File: src/rtl/rcdb_pkg.sv
`timescale 1ns / 1ps
`default_nettype none

package rcdb_pkg;

    // Configuration port.
    localparam int CFG_IDX_W  = 2;
    localparam int CFG_DATA_W = 32;
    typedef logic [CFG_IDX_W-1:0] t_cfg_idx;

    localparam t_cfg_idx CFG_FILTER_COEFF  = 2'd0;
    localparam t_cfg_idx CFG_WINDOW_LENGTH = 2'd1;
    localparam t_cfg_idx CFG_CURRENT_GAIN  = 2'd2;
    localparam t_cfg_idx CFG_LINE_VOLTAGE  = 2'd3;

    // Register widths and reset values.
    localparam int COEFF_W = 16;
    localparam int WLEN_W  = 16;
    localparam int GAIN_W  = 32;
    localparam int VOLT_W  = 10;

    localparam logic [COEFF_W-1:0] COEFF_RESET = 16'd65274;
    localparam logic [WLEN_W-1:0]  WLEN_RESET  = 16'd1024;
    localparam logic [GAIN_W-1:0]  GAIN_RESET  = 32'd35553;
    localparam logic [VOLT_W-1:0]  VOLT_RESET  = 10'd220;

    // Result widths.
    localparam int RMS_W   = 32;
    localparam int POWER_W = 48;

    // Shared shift-add multiplier: multiplicand and multiplier widths.
    localparam int MC_W = 40;
    localparam int MP_W = 32;

    // Divider and square root unit.
    localparam int SUM_W  = 64;
    localparam int ROOT_W = 32;
    localparam int REM_W  = 35;

    // Request from the sequencer to the divide and root unit.
    typedef struct packed {
        logic start;
        logic sqrt_mode;
    } t_dsq_ctl;

endpackage

`default_nettype wire

File: src/rtl/rcdb_mul.sv
`timescale 1ns / 1ps
`default_nettype none

module rcdb_mul (
    input  wire                                          i_clk,
    input  wire                                          i_rst_n,
    input  wire                                          i_start,
    input  wire  [rcdb_pkg::MC_W-1:0]                    i_mcand,
    input  wire  [rcdb_pkg::MP_W-1:0]                    i_mplier,
    output logic                                         o_done,
    output logic [rcdb_pkg::MC_W+rcdb_pkg::MP_W-1:0]     o_prod
);

    localparam int MCW   = rcdb_pkg::MC_W;
    localparam int MPW   = rcdb_pkg::MP_W;
    localparam int CNT_W = $clog2(MPW + 1);

    logic [MCW-1:0]   r_mcand;
    logic [MCW-1:0]   r_hi;
    logic [MPW-1:0]   r_lo;
    logic [CNT_W-1:0] r_cnt;
    logic             r_busy;
    logic             r_done;
    logic [MCW:0]     w_sum;

    // One multiplier bit per cycle: add the multiplicand into the upper half, shift right.
    assign w_sum = {1'b0, r_hi} + (r_lo[0] ? {1'b0, r_mcand} : '0);

    always_ff @(posedge i_clk) begin
        if (!i_rst_n) begin
            r_busy <= 1'b0;
            r_done <= 1'b0;
            r_cnt  <= '0;
        end else begin
            r_done <= 1'b0;
            if (i_start) begin
                r_mcand <= i_mcand;
                r_hi    <= '0;
                r_lo    <= i_mplier;
                r_cnt   <= CNT_W'(MPW);
                r_busy  <= 1'b1;
            end else if (r_busy) begin
                r_hi  <= w_sum[MCW:1];
                r_lo  <= {w_sum[0], r_lo[MPW-1:1]};
                r_cnt <= r_cnt - CNT_W'(1);
                if (r_cnt == CNT_W'(1)) begin
                    r_busy <= 1'b0;
                    r_done <= 1'b1;
                end
            end
        end
    end

    assign o_done = r_done;
    assign o_prod = {r_hi, r_lo};

endmodule

`default_nettype wire

File: src/rtl/rcdb_dsq.sv
`timescale 1ns / 1ps
`default_nettype none

module rcdb_dsq #(
    parameter int DIV_W = 17
) (
    input  wire                            i_clk,
    input  wire                            i_rst_n,
    input  wire  rcdb_pkg::t_dsq_ctl       i_ctl,
    input  wire  [rcdb_pkg::SUM_W-1:0]     i_operand,
    input  wire  [DIV_W-1:0]               i_divisor,
    output logic                           o_done,
    output logic [rcdb_pkg::SUM_W-1:0]     o_result
);

    localparam int SW    = rcdb_pkg::SUM_W;
    localparam int RW    = rcdb_pkg::REM_W;
    localparam int TW    = rcdb_pkg::ROOT_W;
    localparam int CNT_W = $clog2(SW + 1);

    logic [SW-1:0]    r_val;
    logic [RW-1:0]    r_rem;
    logic [TW-1:0]    r_root;
    logic [DIV_W-1:0] r_div;
    logic             r_sqrt;
    logic [CNT_W-1:0] r_cnt;
    logic             r_busy;
    logic             r_done;

    logic [RW-1:0]    w_rem_sh;
    logic [RW-1:0]    w_trial;
    logic [RW:0]      w_diff;
    logic             w_ge;

    // Division brings in one dividend bit per step, the root two radicand bits.
    // Both share one trial subtraction.
    always_comb begin
        if (r_sqrt) begin
            w_rem_sh = {r_rem[RW-3:0], r_val[SW-1:SW-2]};
            w_trial  = RW'({r_root, 2'b01});
        end else begin
            w_rem_sh = {r_rem[RW-2:0], r_val[SW-1]};
            w_trial  = RW'(r_div);
        end
        w_diff = {1'b0, w_rem_sh} - {1'b0, w_trial};
        w_ge   = !w_diff[RW];
    end

    always_ff @(posedge i_clk) begin
        if (!i_rst_n) begin
            r_busy <= 1'b0;
            r_done <= 1'b0;
            r_cnt  <= '0;
        end else begin
            r_done <= 1'b0;
            if (i_ctl.start) begin
                r_val  <= i_operand;
                r_rem  <= '0;
                r_root <= '0;
                r_div  <= i_divisor;
                r_sqrt <= i_ctl.sqrt_mode;
                r_cnt  <= i_ctl.sqrt_mode ? CNT_W'(SW / 2) : CNT_W'(SW);
                r_busy <= 1'b1;
            end else if (r_busy) begin
                r_rem <= w_ge ? w_diff[RW-1:0] : w_rem_sh;
                if (r_sqrt) begin
                    r_val  <= {r_val[SW-3:0], 2'b00};
                    r_root <= {r_root[TW-2:0], w_ge};
                end else begin
                    r_val <= {r_val[SW-2:0], w_ge};
                end
                r_cnt <= r_cnt - CNT_W'(1);
                if (r_cnt == CNT_W'(1)) begin
                    r_busy <= 1'b0;
                    r_done <= 1'b1;
                end
            end
        end
    end

    assign o_done   = r_done;
    assign o_result = r_sqrt ? SW'(r_root) : r_val;

endmodule

`default_nettype wire

File: src/rtl/rms_current_dc_blocked_unit.sv
`timescale 1ns / 1ps
`default_nettype none
// RMS current meter with a DC-blocking high-pass in front of the squarer.
// Input channel: i_valid / o_stall carry one request of i_sample and i_read_failed.
// Output channel: o_valid / i_stall carry o_rms_current, o_power and o_status.
// Configuration: i_cfg_we writes i_cfg_data to register i_cfg_index at once.
// Work: a sample that does not close the window makes two 32-step passes of the
// shared shift-add multiplier (filter coefficient, then square). A window-closing
// sample adds a 64-step divider pass, a 32-step square root pass and two more
// multiplier passes (gain, then power); the block returns to idle as its result
// enters the output register. A failed read goes straight to the emit step.
// Only one request is in work at a time; o_stall is high while it is.
// The output register holds a result while i_stall is high and a finished
// request waits in its last step until that register is free.
// Reset clears the filter, the sum and the count, restores the register
// defaults and drops any pending result.
module rms_current_dc_blocked_unit #(
    parameter int ADC_BITS   = 10,
    parameter int COUNT_BITS = 16
) (
    input  wire                                 i_clk,
    input  wire                                 i_rst_n,
    input  wire                                 i_valid,
    output logic                                o_stall,
    input  wire  [ADC_BITS-1:0]                 i_sample,
    input  wire                                 i_read_failed,
    output logic                                o_valid,
    input  wire                                 i_stall,
    output logic [rcdb_pkg::RMS_W-1:0]          o_rms_current,
    output logic [rcdb_pkg::POWER_W-1:0]        o_power,
    output logic                                o_status,
    input  wire                                 i_cfg_we,
    input  wire  [rcdb_pkg::CFG_IDX_W-1:0]      i_cfg_index,
    input  wire  [rcdb_pkg::CFG_DATA_W-1:0]     i_cfg_data
);

    localparam int FW    = ADC_BITS + 10;
    localparam int TM_W  = ADC_BITS + 11;
    localparam int PM_W  = TM_W + rcdb_pkg::COEFF_W;
    localparam int RND_W = PM_W - 15;
    localparam int N_W   = COUNT_BITS + 1;
    localparam int CMP_W = (N_W > rcdb_pkg::WLEN_W) ? N_W : rcdb_pkg::WLEN_W;
    localparam int MCW   = rcdb_pkg::MC_W;
    localparam int MPW   = rcdb_pkg::MP_W;
    localparam int SW    = rcdb_pkg::SUM_W;
    localparam int TW    = rcdb_pkg::ROOT_W;
    localparam int RMW   = rcdb_pkg::RMS_W;
    localparam int PWW   = rcdb_pkg::POWER_W;

    localparam logic [RND_W-1:0] RND_LIM  = RND_W'(1) << (FW - 1);
    localparam logic [FW-1:0]    FILT_MAX = {1'b0, {(FW-1){1'b1}}};
    localparam logic [FW-1:0]    FILT_MIN = {1'b1, {(FW-1){1'b0}}};

    localparam logic [3:0] S_IDLE  = 4'd0;
    localparam logic [3:0] S_FILT  = 4'd1;
    localparam logic [3:0] S_SQGO  = 4'd2;
    localparam logic [3:0] S_SQ    = 4'd3;
    localparam logic [3:0] S_DIVGO = 4'd4;
    localparam logic [3:0] S_DIV   = 4'd5;
    localparam logic [3:0] S_SQRT  = 4'd6;
    localparam logic [3:0] S_GAIN  = 4'd7;
    localparam logic [3:0] S_PWR   = 4'd8;
    localparam logic [3:0] S_EMIT  = 4'd9;

    logic [3:0]                     r_state;
    logic [rcdb_pkg::COEFF_W-1:0]   r_coeff;
    logic [rcdb_pkg::WLEN_W-1:0]    r_wlen;
    logic [rcdb_pkg::GAIN_W-1:0]    r_gain;
    logic [rcdb_pkg::VOLT_W-1:0]    r_volt;
    logic [ADC_BITS-1:0]            r_prev;
    logic [ADC_BITS-1:0]            r_x;
    logic [FW-1:0]                  r_filt;
    logic                           r_tneg;
    logic [SW-1:0]                  r_sum;
    logic [COUNT_BITS-1:0]          r_count;
    logic [N_W-1:0]                 r_n;
    logic                           r_big;
    logic [RMW-1:0]                 r_cur;
    logic [PWW-1:0]                 r_pw;
    logic                           r_stat;
    logic                           r_ovalid;
    logic [RMW-1:0]                 r_o_rms;
    logic [PWW-1:0]                 r_o_power;
    logic                           r_o_status;

    logic                           w_accept;
    logic [ADC_BITS:0]              w_d;
    logic [TM_W-1:0]                w_t;
    logic [TM_W-1:0]                w_tmag;
    logic [RND_W-1:0]               w_rnd;
    logic [FW-1:0]                  w_y;
    logic [FW-1:0]                  w_ymag;
    logic [SW:0]                    w_sum_add;
    logic [SW-1:0]                  w_satsum;
    logic [N_W-1:0]                 w_n;
    logic [rcdb_pkg::WLEN_W-1:0]    w_wlen_eff;
    logic                           w_win_end;
    logic                           w_big;
    logic [SW-1:0]                  w_radicand;
    logic [MCW-1:0]                 w_rms;
    logic [RMW-1:0]                 w_cur;

    logic                           w_mul_start;
    logic [MCW-1:0]                 w_mcand;
    logic [MPW-1:0]                 w_mplier;
    logic                           w_mul_done;
    logic [MCW+MPW-1:0]             w_prod;

    rcdb_pkg::t_dsq_ctl             w_dsq_ctl;
    logic [SW-1:0]                  w_dsq_operand;
    logic                           w_dsq_done;
    logic [SW-1:0]                  w_dsq_result;

    assign w_accept = (r_state == S_IDLE) && i_valid;
    assign o_stall  = (r_state != S_IDLE);

    // Filter input: t = y_prev + (x - x_prev) * 256, then its magnitude.
    always_comb begin
        w_d    = {1'b0, i_sample} - {1'b0, r_prev};
        w_t    = {r_filt[FW-1], r_filt} + {{2{w_d[ADC_BITS]}}, w_d, 8'h00};
        w_tmag = w_t[TM_W-1] ? (~w_t + TM_W'(1)) : w_t;
    end

    // Filter output: round half away from zero, drop 16 fraction bits, saturate.
    always_comb begin
        w_rnd = RND_W'(({1'b0, w_prod[PM_W-1:0]} + (PM_W+1)'(32768)) >> 16);
        if (r_tneg) begin
            w_y = (w_rnd > RND_LIM) ? FILT_MIN : (~w_rnd[FW-1:0] + FW'(1));
        end else begin
            w_y = (w_rnd >= RND_LIM) ? FILT_MAX : w_rnd[FW-1:0];
        end
        w_ymag = r_filt[FW-1] ? (~r_filt + FW'(1)) : r_filt;
    end

    // Square accumulation and window bookkeeping.
    always_comb begin
        w_sum_add  = {1'b0, r_sum} + (SW+1)'(w_prod[2*FW-1:0]);
        w_satsum   = w_sum_add[SW] ? {SW{1'b1}} : w_sum_add[SW-1:0];
        w_n        = {1'b0, r_count} + N_W'(1);
        w_wlen_eff = (r_wlen == '0) ? rcdb_pkg::WLEN_W'(1) : r_wlen;
        w_win_end  = (CMP_W'(w_n) >= CMP_W'(w_wlen_eff)) || w_n[COUNT_BITS];
    end

    // Window-end arithmetic between the unit passes.
    always_comb begin
        w_big      = (w_dsq_result[SW-1:48] != '0);
        w_radicand = w_big ? w_dsq_result : {w_dsq_result[47:0], 16'h0000};
        w_rms      = r_big ? {w_dsq_result[TW-1:0], 8'h00} : MCW'(w_dsq_result[TW-1:0]);
        w_cur      = (w_prod[MCW+MPW-1:48] != '0) ? {RMW{1'b1}} : w_prod[47:16];
    end

    // Requests to the shared multiplier.
    always_comb begin
        w_mul_start = 1'b0;
        w_mcand     = '0;
        w_mplier    = '0;
        unique case (r_state)
            S_IDLE: begin
                w_mul_start = w_accept && !i_read_failed;
                w_mcand     = MCW'(w_tmag);
                w_mplier    = MPW'(r_coeff);
            end
            S_SQGO: begin
                w_mul_start = 1'b1;
                w_mcand     = MCW'(w_ymag);
                w_mplier    = MPW'(w_ymag);
            end
            S_SQRT: begin
                w_mul_start = w_dsq_done;
                w_mcand     = w_rms;
                w_mplier    = r_gain;
            end
            S_GAIN: begin
                w_mul_start = w_mul_done;
                w_mcand     = MCW'(w_cur);
                w_mplier    = MPW'(r_volt);
            end
            default: begin
                w_mul_start = 1'b0;
            end
        endcase
    end

    // Requests to the divide and root unit.
    always_comb begin
        w_dsq_ctl     = '0;
        w_dsq_operand = r_sum;
        unique case (r_state)
            S_DIVGO: begin
                w_dsq_ctl.start = 1'b1;
            end
            S_DIV: begin
                w_dsq_ctl.start     = w_dsq_done;
                w_dsq_ctl.sqrt_mode = 1'b1;
                w_dsq_operand       = w_radicand;
            end
            default: begin
                w_dsq_ctl = '0;
            end
        endcase
    end

    rcdb_mul u_mul (
        .i_clk    (i_clk),
        .i_rst_n  (i_rst_n),
        .i_start  (w_mul_start),
        .i_mcand  (w_mcand),
        .i_mplier (w_mplier),
        .o_done   (w_mul_done),
        .o_prod   (w_prod)
    );

    rcdb_dsq #(
        .DIV_W (N_W)
    ) u_dsq (
        .i_clk     (i_clk),
        .i_rst_n   (i_rst_n),
        .i_ctl     (w_dsq_ctl),
        .i_operand (w_dsq_operand),
        .i_divisor (r_n),
        .o_done    (w_dsq_done),
        .o_result  (w_dsq_result)
    );

    // Configuration registers.
    always_ff @(posedge i_clk) begin
        if (!i_rst_n) begin
            r_coeff <= rcdb_pkg::COEFF_RESET;
            r_wlen  <= rcdb_pkg::WLEN_RESET;
            r_gain  <= rcdb_pkg::GAIN_RESET;
            r_volt  <= rcdb_pkg::VOLT_RESET;
        end else if (i_cfg_we) begin
            unique case (i_cfg_index)
                rcdb_pkg::CFG_FILTER_COEFF:  r_coeff <= i_cfg_data[rcdb_pkg::COEFF_W-1:0];
                rcdb_pkg::CFG_WINDOW_LENGTH: r_wlen  <= i_cfg_data[rcdb_pkg::WLEN_W-1:0];
                rcdb_pkg::CFG_CURRENT_GAIN:  r_gain  <= i_cfg_data[rcdb_pkg::GAIN_W-1:0];
                rcdb_pkg::CFG_LINE_VOLTAGE:  r_volt  <= i_cfg_data[rcdb_pkg::VOLT_W-1:0];
                default: begin
                end
            endcase
        end
    end

    // Sequencer, filter state, window state and output register.
    always_ff @(posedge i_clk) begin
        if (!i_rst_n) begin
            r_state  <= S_IDLE;
            r_prev   <= '0;
            r_filt   <= '0;
            r_sum    <= '0;
            r_count  <= '0;
            r_ovalid <= 1'b0;
        end else begin
            // The emit step owns the valid flag while it runs.
            if (r_ovalid && !i_stall && (r_state != S_EMIT)) begin
                r_ovalid <= 1'b0;
            end
            unique case (r_state)
                S_IDLE: begin
                    if (i_valid) begin
                        if (i_read_failed) begin
                            r_sum   <= '0;
                            r_count <= '0;
                            r_cur   <= '0;
                            r_pw    <= '0;
                            r_stat  <= 1'b1;
                            r_state <= S_EMIT;
                        end else begin
                            r_x     <= i_sample;
                            r_tneg  <= w_t[TM_W-1];
                            r_state <= S_FILT;
                        end
                    end
                end
                S_FILT: begin
                    if (w_mul_done) begin
                        r_filt  <= w_y;
                        r_prev  <= r_x;
                        r_state <= S_SQGO;
                    end
                end
                S_SQGO: begin
                    r_state <= S_SQ;
                end
                S_SQ: begin
                    if (w_mul_done) begin
                        r_sum <= w_satsum;
                        if (w_win_end) begin
                            r_n     <= w_n;
                            r_count <= '0;
                            r_state <= S_DIVGO;
                        end else begin
                            r_count <= w_n[COUNT_BITS-1:0];
                            r_state <= S_IDLE;
                        end
                    end
                end
                S_DIVGO: begin
                    // The divider has taken the sum at this edge.
                    r_sum   <= '0;
                    r_state <= S_DIV;
                end
                S_DIV: begin
                    if (w_dsq_done) begin
                        r_big   <= w_big;
                        r_state <= S_SQRT;
                    end
                end
                S_SQRT: begin
                    if (w_dsq_done) begin
                        r_state <= S_GAIN;
                    end
                end
                S_GAIN: begin
                    if (w_mul_done) begin
                        r_cur   <= w_cur;
                        r_state <= S_PWR;
                    end
                end
                S_PWR: begin
                    if (w_mul_done) begin
                        r_pw    <= w_prod[PWW-1:0];
                        r_stat  <= 1'b0;
                        r_state <= S_EMIT;
                    end
                end
                S_EMIT: begin
                    if (!r_ovalid || !i_stall) begin
                        r_ovalid   <= 1'b1;
                        r_o_rms    <= r_cur;
                        r_o_power  <= r_pw;
                        r_o_status <= r_stat;
                        r_state    <= S_IDLE;
                    end
                end
                default: begin
                    r_state <= S_IDLE;
                end
            endcase
        end
    end

    assign o_valid       = r_ovalid;
    assign o_rms_current = r_o_rms;
    assign o_power       = r_o_power;
    assign o_status      = r_o_status;

endmodule

`default_nettype wire

File: config.mk
export PLATFORM = sky130hd
export DESIGN_NAME = rms_current_dc_blocked_unit
export DESIGN_NICKNAME = d
export VERILOG_FILES = /design/src/rtl/rcdb_pkg.sv /design/src/rtl/rcdb_mul.sv /design/src/rtl/rcdb_dsq.sv /design/src/rtl/rms_current_dc_blocked_unit.sv
export SDC_FILE = /design/constraint.sdc
export NUM_CORES = 2
export LEC_CHECK = 0
export BUFFER_PORTS_ARGS = -buffer_cell sky130_fd_sc_hd__buf_2
export CAP_MARGIN = 20
export CORE_ASPECT_RATIO = 1.4
export CORE_MARGIN = 2
export CORE_UTILIZATION = 27
export DETAILED_ROUTE_END_ITERATION = 8
export REMOVE_ABC_BUFFERS = 1
export SYNTH_ARGS = -nofsm -noshare
export SYNTH_HDL_FRONTEND = slang
export SYNTH_HIERARCHICAL = 1
export SYNTH_SLANG_ARGS = --single-unit
File: constraint.sdc
create_clock -name i_clk -period 10.6 [get_ports i_clk]
set_input_delay 2.65 -clock i_clk [delete_from_list [all_inputs] [get_ports i_clk]]
set_output_delay 2.65 -clock i_clk [all_outputs]
set_load 0.1 [all_outputs]
==> flow_summary.json <==
{
  "cp_max_fo": 13,
  "postCtsSetupBuffers": 0,
  "hp-class": "reg -> reg",
  "post-dp-hpwl_um": 93800,
  "die_w_um": 325,
  "syn_area_per_cell_sq_um": 9.38,
  "synth_seq_cells": 657,
  "multiInputGateArea_sq_um": 19800,
  "worst_pin_slew_ns": 1.21,
  "first_global_vias": 30800,
  "power.share.switching_pct": 36.2,
  "grt_max_degree": 155,
  "pin_count": 133,
  "cts_max_path_buffers": 3,
  "synth-xor-area-share_pct": 4.29,
  "crit_arrival_ns": 6.54,
  "min_from": "r_cur[3]$_SDFFCE_PN0P_",
  "cts_tree": "yes",
  "synth_common_cells": "nand2_1, edfxtp_1, nor2_1",
  "synth_mux_area_share_pct": 4.50,
  "cts_sinks": 657,
  "rsz0062_at_grt": "false",
  "fmax_ghz": 0.163,
  "reg2reg_slack_ns": 5.97,
  "fin_crit_ns": 6.14,
  "num_vias": 31500,
  "holdPathEnd": "o_rms_current[3]$_DFFE_PP_",
  "async_reset_ff_share_pct": 0,
  "stdcell_count": 6128,
  "h-tree-depth": 3,
  "whs_ns": 0.409,
  "core-area_sq_um": 143000,
  "drt_iter0_markers": 2253,
  "track_usage_pct": 16.7,
  "slew_headroom_pct": 18.4,
  "cp-end-kind": "flip-flop",
  "pwr-share-comb_pct": 30.2,
  "yosys_warnings": 6,
  "cp-startpoint": "i_sample[0]",
  "postRouteAntennaNets": 0,
  "yosysMostFrequentCell": "nand2_1",
  "drt_pre_antenna_iters": 6,
  "via_per_inst": 5.13,
  "hold_buffers": 0,
  "port_buffers": 132,
  "fin_nets": 4378,
  "rows": 164,
  "die_h_um": 453,
  "clock-root-buffer": "clkbuf_16",
  "seqPwrFrac_pct": 40.6,
  "synth_area_leaders": "edfxtp_1, dfxtp_1, nand2_1, ha_1, o21ai_0",
  "required_ns": 11.00,
  "grt_pass1_wl_um": 190000,
  "synthCells": 4150,
  "drv_cap": 0,
  "finalWeightedCongestion": 0.934,
  "grt-ovfl-total": 0,
  "fin_setup_tns_ns": 0,
  "die_area_sq_um": 147000,
  "synth_compound_area_share_pct": 17.7,
  "clkPwrFrac_pct": 29.2,
  "p_leak_nw": 16.5,
  "reg2regPathDepth": 12,
  "hold_depth": 0,
  "p_int_mw": 5.37,
  "synth_simple_gate_area_share_pct": 18.9,
  "synth_largest_area_cell": "edfxtp_1",
  "dp_cells": 6002,
  "slew_violations": 0,
  "drive_above_1_share_pct": 11.4,
  "timing.final.hold_violations": 0,
  "power.density_nw_per_um2": 193,
  "fill_cells": 15000,
  "r2r_end": "u_dsq/r_rem[29]$_SDFFCE_PP0P_",
  "insertion_delay_ns": 0.67,
  "cts_resized": 0,
  "skew_ns": 0.0373,
  "synthAdderAreaFrac_pct": 5.40,
  "yosysSeqAreaShare_pct": 45.4,
  "ff_latch_area_sq_um": 17700,
  "synth_top_cell_area_share_pct": 34.8,
  "vdd_drop_max_uv": 138,
  "r2r_start": "u_dsq/r_sqrt$_DFFE_PP_",
  "area_growth_pct": 12.4,
  "routed_wl_um": 127000,
  "post-route-period-util_pct": 58.0,
  "finalSetupViolCount": 0,
  "startpoint_type": "input port",
  "synthesis.area_sq_um": 38900,
  "cts_buffers": 66,
  "remaining_drc_errors": 0,
  "clk_pin_slew_ns": 0.07,
  "synthFlopType": "edfxtp_1",
  "synth-edff-count": 451,
  "synth_cell_type_count": 118,
  "crit_type": "in -> reg",
  "wl_per_cell_um": 20.7,
  "run_status": "complete, no violations",
  "p_total_mw": 8.43,
  "p_switching_mw": 3.05,
  "synth_top_family_by_area": "simple AND/OR/NAND/NOR gates",
  "initial_utilization_pct": 27.2,
  "grt_antenna_before_repair": 7
}
-- worst max-delay path by stage --
stage / endpoint / cells after the start / slack, ns
3_5_place_dp: u_mul/r_mcand[3]$_DFFE_PP_ / 22 / 3.76
2_1_floorplan: u_dsq/r_rem[0]$_SDFFCE_PP0P_ / 5 / 0.20
5_1_grt: u_mul/r_mcand[3]$_DFFE_PP_ / 22 / 4.07
6_report: u_mul/r_mcand[3]$_DFFE_PP_ / 22 / 4.46
3_3_place_gp: u_mul/r_mcand[3]$_DFFE_PP_ / 22 / 3.74
4_1_cts: u_mul/r_mcand[3]$_DFFE_PP_ / 22 / 4.45
-- stage by stage --
stage	cell area (sq um)	util, %	setup slack (ns)
global route	43800	30.6	4.07
CTS	43700	30.6	4.45
floorplan	37900	-	0.196
global placement	41500	29.0	3.74
detailed placement	41500	29.0	3.76
finish	43800	30.6	4.46
-- worst max-delay path, cell delays in order --
cell and delay (ns):
buf_2 0.10, inv_1 0.06, ha_1 0.13, inv_1 0.05
fa_1 0.40, nand2_1 0.08, nand2_1 0.05, a21oi_1 0.21
o21bai_1 0.09, a21oi_1 0.23, o21bai_1 0.10, a21oi_1 0.23
xnor2_1 0.15, ha_1 0.24, nor3_1 0.08, a2111oi_2 0.43
o21ai_1 0.18, a31oi_4 0.36, inv_2 0.21, nand2_1 0.13
xnor2_1 0.06, a211o_1 0.29
-- logic make-up (layout without fill, tap and decap cells) --
kind of cell    count (synthesis)  after routing
fa+ha+maj                     165            165
compound gates               1058           1058
mux                           164            164
simple gates                 1545           1545
flops                         657            657
buf+inv                       371            437
xor+xnor                      190            190
other cells                     0              3
-- power by group through the flow --
stage	Sequential [mW]	Combinational, mW	Clock [mW]
final	3.42	2.55	2.46
after global routing	3.44	2.76	2.60
after CTS	3.42	2.52	2.52
after detailed placement	3.47	2.51	0
after global placement	3.47	2.49	0
after floorplan	3.49	1.62	0
-- flip-flops by register name, summed over array words and instances (netlist names), 16 cells and up --
| name | flops |
|---|---|
| r_pw | 48 |
| r_wlen | 16 |
| r_count | 16 |
| u_mul/r_lo | 32 |
| u_dsq/r_rem | 34 |
| r_filt | 20 |
| o_power | 48 |
| r_coeff | 16 |
| u_dsq/r_root | 32 |
| u_dsq/r_div | 17 |
| r_n | 17 |
| u_mul/r_mcand | 40 |
| r_cur | 32 |
| r_gain | 32 |
| u_mul/r_hi | 40 |
| r_sum | 64 |
| u_dsq/r_val | 64 |
| o_rms_current | 32 |
-- layer usage --
metal | wire, um | GRT usage (%)
met1 | 49200 | 18.6
met2 | 63700 | 30.0
met3 | 5460 | 2.01
met4 | 8360 | 10.5
met5 | 47 | 0
-- placed cells by master (no fill, tap or decap), types with 52 or more instances in the layout --
master	instances
a21o_1	52
clkbuf_16	69
nor2_1	291
inv_1	118
mux2_2	88
buf_4	58
and3_1	97
a21boi_0	75
and2_1	68
a21oi_1	252
nand2_1	645
edfxtp_1	451
buf_2	131
a31oi_1	57
xor2_1	76
dfxtp_1	205
o21ai_0	284
ha_1	160
mux2i_1	76
xnor2_1	113
nor2b_1	86
nand3_1	98
-- area by class of cell --
type | count | share of cell area [%]
multi-input cells | 3122 | 45.3
flip-flops and latches | 657 | 40.4
well taps | 1909 | 5.46
clock buffers | 91 | 4.32
repair buffers | 193 | 2.69
inverters | 123 | 1.06
clock inverters | 30 | 0.738
diodes | 3 | 0.0172
Note: power is estimated with default switching activity, not from simulation.
